[config.mk]
export PLATFORM = sky130hd
export DESIGN_NAME = packbits_pixel_encoder_unit
export DESIGN_NICKNAME = d
export VERILOG_FILES = /design/src/rtl/pbe_pkg.sv /design/src/rtl/packbits_pixel_encoder_unit.sv /design/src/rtl/pbe_lit_store.sv
export SDC_FILE = /design/constraint.sdc
export NUM_CORES = 1
export LEC_CHECK = 0
export ABC_AREA = 1
export CAP_MARGIN = 30
export CORE_UTILIZATION = 40
export CTS_BUF_LIST = sky130_fd_sc_hd__clkbuf_16
export DETAILED_ROUTE_END_ITERATION = 12
export DONT_BUFFER_PORTS = 1
export PLACE_DENSITY = 0.61
export SYNTH_ARGS = -nofsm -noshare
export SYNTH_HDL_FRONTEND = slang
export SYNTH_SLANG_ARGS = --single-unit
[constraint.sdc]
create_clock -name clk_i -period 3.52 [get_ports clk_i]
set_input_delay 0.352 -clock clk_i [delete_from_list [all_inputs] [get_ports clk_i]]
set_output_delay 0.352 -clock clk_i [all_outputs]
set_load 0.05 [all_outputs]
[src/rtl/pbe_pkg.sv]
// Shared constants, types and state codes of the PackBits pixel encoder.
package pbe_pkg;

  localparam int MAX_RUN = 32;
  localparam int CNT_W   = $clog2(MAX_RUN + 1);
  localparam int ADDR_W  = $clog2(MAX_RUN);
  localparam int BYTE_W  = 8;
  localparam int EL_W    = 3 * BYTE_W;
  localparam int HDR_W   = 8;
  localparam int IN_W    = EL_W;
  localparam int OUT_W   = HDR_W + EL_W;
  localparam int USER_W  = 2;

  typedef logic [CNT_W-1:0]  cnt_t;
  typedef logic [ADDR_W-1:0] addr_t;
  typedef logic [EL_W-1:0]   el_t;
  typedef logic [HDR_W-1:0]  hdr_t;

  typedef struct packed {
    logic  wr_en;
    addr_t wr_addr;
    el_t   wr_data;
    logic  rd_en;
    addr_t rd_addr;
  } lit_req_t;

  typedef enum logic [2:0] {
    ST_IDLE,
    ST_FINAL,
    ST_LIT_HDR,
    ST_LIT_ELEM,
    ST_REP_HDR,
    ST_REP_ELEM
  } state_e;

endpackage

[src/rtl/packbits_pixel_encoder_unit.sv]
// Top level of the PackBits pixel encoder with its run sequencer.
//
// Channel  Direction  Handshake                      Content
// s_axis   in         s_axis_tvalid/s_axis_tready    one pixel element, tlast ends the image
// m_axis   out        m_axis_tvalid/m_axis_tready    one header or element byte group
// cfg      in         cfg_we_i                       gray_mode register
//
// An item that closes no run leaves the sequencer idle, and the next one may follow at once.
// An item that closes runs holds the input until all its results are sent, and a final
// element also passes ST_FINAL, which flushes the pending element; the output register and
// the single read port of the literal store give one result per cycle while not stalled.
// Reset clears all control state; the literal store needs no clearing pass.
// A stalled output holds the sequencer in place.
module packbits_pixel_encoder_unit (
  input  logic                        clk_i,
  input  logic                        rst_ni,
  input  logic                        cfg_we_i,
  input  logic                        cfg_wdata_i,
  input  logic                        s_axis_tvalid,
  output logic                        s_axis_tready,
  // red_or_gray [7:0], green [15:8], blue [23:16]
  input  logic [pbe_pkg::IN_W-1:0]   s_axis_tdata,
  input  logic                        s_axis_tlast,
  output logic                        m_axis_tvalid,
  input  logic                        m_axis_tready,
  // header_value [7:0], out_red_or_gray [15:8], out_green [23:16], out_blue [31:24]
  output logic [pbe_pkg::OUT_W-1:0]  m_axis_tdata,
  // is_header [0], stream_end [1]
  output logic [pbe_pkg::USER_W-1:0] m_axis_tuser,
  output logic                        m_axis_tlast
);
  import pbe_pkg::*;

  state_e   state_q, state_d;
  logic     gray_mode_q, gray_mode_d;
  cnt_t     lit_cnt_q, lit_cnt_d;
  el_t      pend_q, pend_d;
  logic     pend_valid_q, pend_valid_d;
  cnt_t     rep_cnt_q, rep_cnt_d;
  logic     rep_pend_q, rep_pend_d;
  el_t      rep_el_q, rep_el_d;
  cnt_t     rep_n_q, rep_n_d;
  cnt_t     flush_n_q, flush_n_d;
  logic     fin_pend_q, fin_pend_d;
  logic     fin_item_q, fin_item_d;
  addr_t    idx_q, idx_d;
  logic     out_valid_q, out_valid_d;
  logic     out_is_hdr_q, out_is_hdr_d;
  hdr_t     out_hdr_q, out_hdr_d;
  el_t      out_el_q, out_el_d;
  logic     out_last_q, out_last_d;
  logic     out_end_q, out_end_d;

  lit_req_t lit_req;
  el_t      rd_data;

  logic     in_fire;
  logic     out_free;
  el_t      in_el;
  logic     is_eq;
  cnt_t     rc_inc;
  logic     rep_full;
  logic     push;
  logic     push_full;
  logic     acc_flush;
  logic     acc_rep;
  logic     acc_fin;
  logic     pv_post;
  cnt_t     lit_post;
  logic     fin_rep;
  cnt_t     idx_nxt;
  logic     lit_more;

  function automatic cnt_t rc_dummy_sum(input cnt_t c);
    return c + cnt_t'(1);
  endfunction

  pbe_lit_store u_lit_store (
    .clk_i     (clk_i),
    .req_i     (lit_req),
    .rd_data_o (rd_data)
  );

  assign s_axis_tready = (state_q == ST_IDLE);
  assign in_fire       = s_axis_tvalid && s_axis_tready;
  assign out_free      = !out_valid_q || m_axis_tready;

  assign in_el = gray_mode_q ? {s_axis_tdata[BYTE_W-1:0], {(2 * BYTE_W){1'b0}}}
                             : {s_axis_tdata[BYTE_W-1:0], s_axis_tdata[2*BYTE_W-1:BYTE_W],
                                s_axis_tdata[3*BYTE_W-1:2*BYTE_W]};

  assign is_eq     = pend_valid_q && (in_el == pend_q);
  assign rc_inc    = rep_cnt_q + cnt_t'(1);
  assign rep_full  = rc_inc >= cnt_t'(MAX_RUN);
  assign push      = pend_valid_q && !is_eq && (rep_cnt_q < cnt_t'(2));
  assign push_full = push && (rc_dummy_sum(lit_cnt_q) == cnt_t'(MAX_RUN));
  assign acc_flush = (is_eq && (rep_cnt_q == cnt_t'(1)) && (lit_cnt_q != '0)) || push_full;
  assign acc_rep   = (is_eq && rep_full) || (pend_valid_q && !is_eq && !push);
  assign pv_post   = !(is_eq && rep_full);
  assign lit_post  = acc_flush ? '0 : (push ? rc_dummy_sum(lit_cnt_q) : lit_cnt_q);
  assign acc_fin   = s_axis_tlast && (pv_post || (lit_post != '0));

  assign fin_rep  = pend_valid_q && (rep_cnt_q >= cnt_t'(2));
  assign idx_nxt  = cnt_t'(idx_q) + cnt_t'(1);
  assign lit_more = idx_nxt < flush_n_q;

  always_comb begin
    state_d = state_q;
    case (state_q)
      ST_IDLE: begin
        if (in_fire) begin
          if (acc_flush) begin
            state_d = ST_LIT_HDR;
          end else if (acc_rep) begin
            state_d = ST_REP_HDR;
          end else if (acc_fin) begin
            state_d = ST_FINAL;
          end
        end
      end
      ST_FINAL: begin
        state_d = fin_rep ? ST_REP_HDR : ST_LIT_HDR;
      end
      ST_LIT_HDR: begin
        if (out_free) begin
          state_d = ST_LIT_ELEM;
        end
      end
      ST_LIT_ELEM: begin
        if (out_free && !lit_more) begin
          if (rep_pend_q) begin
            state_d = ST_REP_HDR;
          end else if (fin_pend_q) begin
            state_d = ST_FINAL;
          end else begin
            state_d = ST_IDLE;
          end
        end
      end
      ST_REP_HDR: begin
        if (out_free) begin
          state_d = ST_REP_ELEM;
        end
      end
      ST_REP_ELEM: begin
        if (out_free) begin
          state_d = fin_pend_q ? ST_FINAL : ST_IDLE;
        end
      end
      default: state_d = ST_IDLE;
    endcase
  end

  always_comb begin
    gray_mode_d  = gray_mode_q;
    lit_cnt_d    = lit_cnt_q;
    pend_d       = pend_q;
    pend_valid_d = pend_valid_q;
    rep_cnt_d    = rep_cnt_q;
    rep_pend_d   = rep_pend_q;
    rep_el_d     = rep_el_q;
    rep_n_d      = rep_n_q;
    flush_n_d    = flush_n_q;
    fin_pend_d   = fin_pend_q;
    fin_item_d   = fin_item_q;
    idx_d        = idx_q;
    out_valid_d  = out_valid_q && !m_axis_tready;
    out_is_hdr_d = out_is_hdr_q;
    out_hdr_d    = out_hdr_q;
    out_el_d     = out_el_q;
    out_last_d   = out_last_q;
    out_end_d    = out_end_q;
    lit_req      = '0;

    if (cfg_we_i) begin
      gray_mode_d = cfg_wdata_i;
    end

    case (state_q)
      ST_IDLE: begin
        if (in_fire) begin
          if (push) begin
            lit_req.wr_en   = 1'b1;
            lit_req.wr_addr = lit_cnt_q[ADDR_W-1:0];
            lit_req.wr_data = pend_q;
          end
          lit_cnt_d    = lit_post;
          flush_n_d    = push_full ? cnt_t'(MAX_RUN) : lit_cnt_q;
          rep_pend_d   = acc_rep;
          rep_el_d     = pend_q;
          rep_n_d      = is_eq ? rc_inc : rep_cnt_q;
          pend_valid_d = pv_post;
          if (!is_eq) begin
            pend_d    = in_el;
            rep_cnt_d = cnt_t'(1);
          end else begin
            rep_cnt_d = rep_full ? '0 : rc_inc;
          end
          fin_pend_d = acc_fin;
          fin_item_d = s_axis_tlast;
        end
      end
      ST_FINAL: begin
        if (fin_rep) begin
          rep_pend_d = 1'b1;
          rep_el_d   = pend_q;
          rep_n_d    = rep_cnt_q;
        end else if (pend_valid_q) begin
          lit_req.wr_en   = 1'b1;
          lit_req.wr_addr = lit_cnt_q[ADDR_W-1:0];
          lit_req.wr_data = pend_q;
          flush_n_d       = rc_dummy_sum(lit_cnt_q);
        end else begin
          flush_n_d = lit_cnt_q;
        end
        lit_cnt_d    = '0;
        pend_valid_d = 1'b0;
        rep_cnt_d    = '0;
        fin_pend_d   = 1'b0;
      end
      ST_LIT_HDR: begin
        if (out_free) begin
          out_valid_d     = 1'b1;
          out_is_hdr_d    = 1'b1;
          out_hdr_d       = HDR_W'(flush_n_q) - HDR_W'(1);
          out_el_d        = '0;
          out_last_d      = 1'b0;
          out_end_d       = 1'b0;
          lit_req.rd_en   = 1'b1;
          lit_req.rd_addr = '0;
          idx_d           = '0;
        end
      end
      ST_LIT_ELEM: begin
        if (out_free) begin
          out_valid_d  = 1'b1;
          out_is_hdr_d = 1'b0;
          out_hdr_d    = '0;
          out_el_d     = rd_data;
          out_last_d   = !lit_more && !rep_pend_q && !fin_pend_q;
          out_end_d    = !lit_more && !rep_pend_q && !fin_pend_q && fin_item_q;
          if (lit_more) begin
            lit_req.rd_en   = 1'b1;
            lit_req.rd_addr = idx_nxt[ADDR_W-1:0];
            idx_d           = idx_nxt[ADDR_W-1:0];
          end
        end
      end
      ST_REP_HDR: begin
        if (out_free) begin
          out_valid_d  = 1'b1;
          out_is_hdr_d = 1'b1;
          out_hdr_d    = HDR_W'(1) - HDR_W'(rep_n_q);
          out_el_d     = '0;
          out_last_d   = 1'b0;
          out_end_d    = 1'b0;
        end
      end
      ST_REP_ELEM: begin
        if (out_free) begin
          out_valid_d  = 1'b1;
          out_is_hdr_d = 1'b0;
          out_hdr_d    = '0;
          out_el_d     = rep_el_q;
          out_last_d   = !fin_pend_q;
          out_end_d    = !fin_pend_q && fin_item_q;
          rep_pend_d   = 1'b0;
        end
      end
      default: begin
      end
    endcase
  end

  always_ff @(posedge clk_i or negedge rst_ni) begin
    if (!rst_ni) begin
      state_q      <= ST_IDLE;
      gray_mode_q  <= 1'b0;
      lit_cnt_q    <= '0;
      pend_valid_q <= 1'b0;
      rep_cnt_q    <= '0;
      rep_pend_q   <= 1'b0;
      fin_pend_q   <= 1'b0;
      fin_item_q   <= 1'b0;
      out_valid_q  <= 1'b0;
    end else begin
      state_q      <= state_d;
      gray_mode_q  <= gray_mode_d;
      lit_cnt_q    <= lit_cnt_d;
      pend_valid_q <= pend_valid_d;
      rep_cnt_q    <= rep_cnt_d;
      rep_pend_q   <= rep_pend_d;
      fin_pend_q   <= fin_pend_d;
      fin_item_q   <= fin_item_d;
      out_valid_q  <= out_valid_d;
    end
  end

  always_ff @(posedge clk_i) begin
    pend_q       <= pend_d;
    rep_el_q     <= rep_el_d;
    rep_n_q      <= rep_n_d;
    flush_n_q    <= flush_n_d;
    idx_q        <= idx_d;
    out_is_hdr_q <= out_is_hdr_d;
    out_hdr_q    <= out_hdr_d;
    out_el_q     <= out_el_d;
    out_last_q   <= out_last_d;
    out_end_q    <= out_end_d;
  end

  assign m_axis_tvalid = out_valid_q;
  assign m_axis_tdata  = {out_el_q[BYTE_W-1:0], out_el_q[2*BYTE_W-1:BYTE_W],
                          out_el_q[3*BYTE_W-1:2*BYTE_W], out_hdr_q};
  assign m_axis_tuser  = {out_end_q, out_is_hdr_q};
  assign m_axis_tlast  = out_last_q;

endmodule

[src/rtl/pbe_lit_store.sv]
// Literal run store: one write port and one registered read port.
module pbe_lit_store (
  input  logic              clk_i,
  input  pbe_pkg::lit_req_t req_i,
  output pbe_pkg::el_t      rd_data_o
);
  import pbe_pkg::*;

  el_t mem [MAX_RUN];
  el_t rd_data_q;

  always_ff @(posedge clk_i) begin
    if (req_i.wr_en) begin
      mem[req_i.wr_addr] <= req_i.wr_data;
    end
    if (req_i.rd_en) begin
      rd_data_q <= mem[req_i.rd_addr];
    end
  end

  assign rd_data_o = rd_data_q;

endmodule

After elaboration in Yosys (flattened, before gate mapping)
Memory sizes are Yosys's and may differ from the RTL's. A register that Yosys moved wholly into a read port is not among the register bits. Index checks and enable logic that the tools add are counted.

Register bits: 121. Latch bits: 0. RAM bits: 768. Bits in read-only memories: 0. Output and inout port bits: 37. Logic and storage cells: 176. Memories kept: 1.

Memory list: u_lit_store.mem (depth 32, bits a word 24, rd ports 1, clocked after memory_dff 1, write ports 1, line pbe_lit_store.sv:9) `el_t mem [MAX_RUN];`.

$add $sub $neg: 5. Multiply operators: 0. Div/mod/pow operators: 0. $lt $le $gt $ge: 4. Equal/unequal tests: 20. Shift-type cells: 0. Mux-type cells: 74. Bitwise operators: 1. Reduce and logical (&&, ||, !) cells: 52.

Operators by type and width (number): two-way mux 24 bit (5); two-way mux 30 bit (4); two-way mux 6 bit (16); one-hot mux 24 bit (3 select lines) (1); one-hot mux 30 bit (2 select lines) (1); one-hot mux 6 bit (2 select lines) (5); one-hot mux 24 bit (2 select lines) (1); two-way mux 3 bit (10); == test 24 bit (1); two-way mux 8 bit (3); one-hot mux 8 bit (3 select lines) (1); one-hot mux 3 bit (6 select lines) (1); logical AND 1 bit (17); two-way mux 16 bit (1); inequality test 2 bit (second input constant) (8); AND reduction 4 bit (4); two-way mux 1 bit (15); two-way mux 5 bit (3); adder 6 x 1 -> 6 bit (second input constant) (2); AND reduction 3 bit (4); nonzero test 6 bit (2); one-hot mux 5 bit (2 select lines) (1); one-hot mux 1 bit (3 select lines) (3); nonzero test 3 bit (3); other kinds (24) (44).

Longest topological paths before layout
Word-level depth: 17. Depth in mapped cells: 21.

By module
Synthesis repeated with hierarchy kept, for this count alone.

Cells, all modules: 3371. Area total of the unflattened synthesis: 38329.3 um^2.

Modules (own cells, without submodules): pbe_lit_store (times used 1, cells an instance 2665, area an instance 32000.7 um^2, seq. area each 23782.8 um^2); packbits_pixel_encoder_unit (times used 1, cells an instance 706, area an instance 6328.6 um^2, seq. area each 3498.4 um^2).

Worst setup path after synthesis
Ideal clock, no wire load.

Kind: register -> register. Start: register idx_q[0]. End: register u_lit_store.rd_data_q[0] (netlist: u_lit_store.rd_data_o[0]) (read register of u_lit_store.mem), enable pin. Setup time: 442 ps. Data arrival time: 3432 ps. Data required time: 3078 ps. Path slack: -354 ps. Stages on the path, launching flop included: 10. Path buffers: 0. Period minus slack after synthesis: 3874 ps. Path through: edfxtp_1 -> ha_1 -> nand3_1 -> xor2_1 -> inv_1 -> ha_1 -> nand2_1 -> o21a_1 -> nand2_2 -> a211oi_1.

RTL lines: start: declaration (line packbits_pixel_encoder_unit.sv:46) `addr_t idx_q, idx_d;`; start signal: assignment (line packbits_pixel_encoder_unit.sv:304) `idx_q <= idx_d;`; end: declaration (line pbe_lit_store.sv:10) `el_t rd_data_q;`.

Worst setup path after layout
Start: register idx_q[1]. End: register u_lit_store.rd_data_q[16] (netlist: u_lit_store.rd_data_o[16]) (read register of u_lit_store.mem) (data pin).

Cells in the longest elaborated chain, start to end: 5.

RTL lines: adder 5 x 1 -> 6 bit (*) (line packbits_pixel_encoder_unit.sv:104) `assign idx_nxt = cnt_t'(idx_q) + cnt_t'(1);`; net idx_nxt[4] (line packbits_pixel_encoder_unit.sv:71) `cnt_t idx_nxt;`; < comparator 6 bit (line packbits_pixel_encoder_unit.sv:105) `assign lit_more = idx_nxt < flush_n_q;`; two-way mux 6 bit (*) (line packbits_pixel_encoder_unit.sv:242) `if (lit_more) begin`; two-way mux 6 bit (*) (line packbits_pixel_encoder_unit.sv:235) `if (out_free) begin`; one-hot mux 6 bit (2 select lines) (*) (line packbits_pixel_encoder_unit.sv:179) `case (state_q)`.

The timed path passes the listed nets; every way through them passes the cells marked *. A chain may end at the register's enable or synchronous reset.

==> impl_results.md <==
* Share of cells above drive strength 1 at 13.91%
* CP Launch Type: flop
* Placed cell count at 4476
* Clk_skew at 0.02330 ns
* Die Ht at 312.5 um
* Worst path required time at around 3.9 ns
* Synth async-reset ratio at 2.303%
* Routability cong. at 0.8507
* Final Util at between 40% and 50%
* Num CTS Buffers at 93
* DR vias at 24830
* Fin nets at between 3000 and 4000
* Crit path capture type: flop
* Synth warn at 0
* P per Cell Area at ~750 nW/um^2
* Drt wl/cell at 21.53 um
* Final Hold Vio Count at 0
* Status: completed
* Register area share after synthesis at 70.76%
* Starting DRT DRC Count at 2619
* DRC violations left at 0
* Worst path arrival time at 3.76 ns
* Final setup fails at 0
* Flop and latch count out of synthesis at 912
* Htree depth at 3
* Detailed placement HPWL at approximately 61000 um
* Ys flop type: edfxtp_1
* Port bufs at 0
* Most frequent cells in the layout: edfxtp_1, nand2_1, inv_1
* Yosys cell types at 42
* Max_cap viols at 0
* Hold crit path type: input pin to flop
* Syn nets at between 3000 and 4000
* Root buffer cell: clkbuf_16
* First-pass GRT wire length at 148500 um
* Commonest non-fill, non-tap cell in the layout: edfxtp_1
* Syn Std Cell Area at 38550 um^2
* TritonCTS clock tree: built
* Post-synthesis cell count at 3163
* Via-to-Cell Ratio at 5.295
* Die width at around 310 um
* Antenna viol nets, final at 0
* Average size of a mapped cell at approximately 12 um^2
* Row cnt at 113
* Core area at 95290 um^2
* Post-synth EDFFs at 891
* Drt pass-1 iters at 5
* Initial antenna violation count at 2
* Final max-slew violation count at 0
* Io pins at 68
* Final cycle utilization of the critical path at a little over nine tenths
* Layout area overhead at 18.83%
* Max frequency at 295.4 MHz
* Clock Path Buffers at 3
* Worst slew pin tran at about 0.89 ns
* Vias in the first global route at 23840
* CTS clk-pin slew, worst paths at about 0.060 ns
* Worst Path Max Fanout at 15
* Largest net degree at the start of global routing at 74
* Die footprint at just under 100000 um^2
* Slew margin rel. at 40.83%
* Final Critical Period at around 3.4 ns
* Critical path class: flop to flop
* Initial Utilization at 40.46%
* Grt ovf at 0
* Sink Count at ~910
* Worst skew pair latency at roughly 0.64 ns
* Leak Pwr at 17.79 nW
* Setup TNS at 0 ns
* Post-Layout Cell Count at 4689
* Total GRT Usage at 20.21%
* Max IR drop VDD at 390.9 uV
* Unrepaired setup endpoints after global routing: yes
* Total Routed Length at 101000 um
[state kept, by name, indices dropped and copies added (netlist names)]
signal	cells
u_lit_store.mem	768
out_el_q	24
pend_q	24
rep_el_q	24
u_lit_store.rd_data_o	24
out_hdr_q	7
flush_n_q	6
lit_cnt_q	6
rep_cnt_q	6
rep_n_q	6
idx_q	5
state_q	3
fin_item_q	1
fin_pend_q	1
gray_mode_q	1
m_axis_tlast	1
m_axis_tvalid	1
out_end_q	1
out_is_hdr_q	1
pend_valid_q	1
rep_pend_q	1
[synth_stat cells, drive strengths merged (14+ instances only)]
master    n  area share (%)
a22o     24            0.55
buf     108             1.5
clkbuf   71            0.69
dfrtp    21             1.4
edfxtp  891              69
ha       16            0.52
inv     503             4.9
nand2   529             5.2
nand3   338             4.5
nand4    15            0.29
nor2    128             1.4
o211ai  386             7.5
o21a     25            0.49
o21ai    36            0.47
o22ai    14            0.23
xor2     19            0.43
[per-stage QoR]
| step | power (W) | hold slack [ns] | setup WS (ns) | cell area [um^2] |
|---|---|---|---|---|
| finish | 0.03438 | 0.04409 | 0.1351 | 45810 |
| global route | 0.03587 | 0.03574 | -0.04920 | 45810 |
| CTS | 0.03397 | 0.009905 | 0.01741 | 45290 |
| detailed placement | 0.02495 | 0.05726 | -0.002754 | 42270 |
| global placement | 0.02483 | 0.05714 | 0.02289 | 42130 |
| floorplan | 0.02083 | 0.05641 | 0.03124 | 38560 |
[routing by layer]
layer	part of all wire (%)	vias up	global-route usage (%)
li1	-	11630	-
met5	0	-	0
met4	2.8	0	5.905
met2	46	969	32.46
met1	44	12060	28.24
met3	7.4	173	3.338
[where the power goes]
group          switching (W)  internal [W]  total (W)
logic                0.00693       0.00356     0.0105
clock network        0.00402       0.00500    0.00902
registers            0.00111        0.0138     0.0149
total                 0.0121        0.0223     0.0344
[kinds of logic (layout without fill, tap and decap cells)]
kind of cell | after synthesis | in the layout | share of synthesized area (%)
flops | 912 | 912 | 70.76
buf+inv | 685 | 943 | 7.088
other cells | 0 | 1 | 0
compound gates | 517 | 517 | 9.824
xor+xnor | 19 | 19 | 0.4316
simple gates | 1014 | 1016 | 11.38
fa+ha+maj | 16 | 16 | 0.5193
[cell type report]
type | instances | area, um^2
fill | 8254 | 49480
sequential | 912 | 27280
multi-input combinational | 1568 | 8970
timing repair buffer | 276 | 3327
clock buffer | 95 | 2377
inverter | 506 | 1912
tap | 1265 | 1583
clock inverter | 66 | 359.1
antenna | 1 | 2.502
[final timing paths]
kind	from	endpoint	slack, ns	cells after the start
worst max-delay path	idx_q[1]	u_lit_store.rd_data_o[16]	0.14	18
worst min-delay path	s_axis_tdata[15]	pend_q[15]	0.04	3
max in group asynchronous	rst_ni	gray_mode_q	3.20	2
min in group asynchronous	rst_ni	state_q[0]	0.17	2
worst min register to register	pend_q[2]	rep_el_q[2]	0.46	0
worst max register to register	idx_q[1]	u_lit_store.rd_data_o[16]	0.14	18
[worst max-delay path, stage by stage, from the launching register on]
cell	delay [ns]
edfxtp_1	0.40
ha_2	0.21
nand3_1	0.09
xor2_1	0.20
inv_1	0.07
ha_1	0.27
nand2_1	0.08
o21a_1	0.16
buf_4	0.13
nand4_4	0.13
buf_12	0.18
buf_8	0.15
buf_6	0.15
clkbuf_16	0.17
o211ai_1	0.24
nand3_1	0.13
nand3_1	0.09
nand2_1	0.05
o21a_1	0.21
[what timing repair did]
action                     in CTS  in global routing
setup endpoints to repair       5                211
hold buffers                   27                  0
pin swaps                       1                 17
hold endpoints to repair       46                  0
setup buffers                   0                 14
cloned                          1                  9
resized for setup               0                 43
No activity file was read; power rests on OpenSTA's default activity.
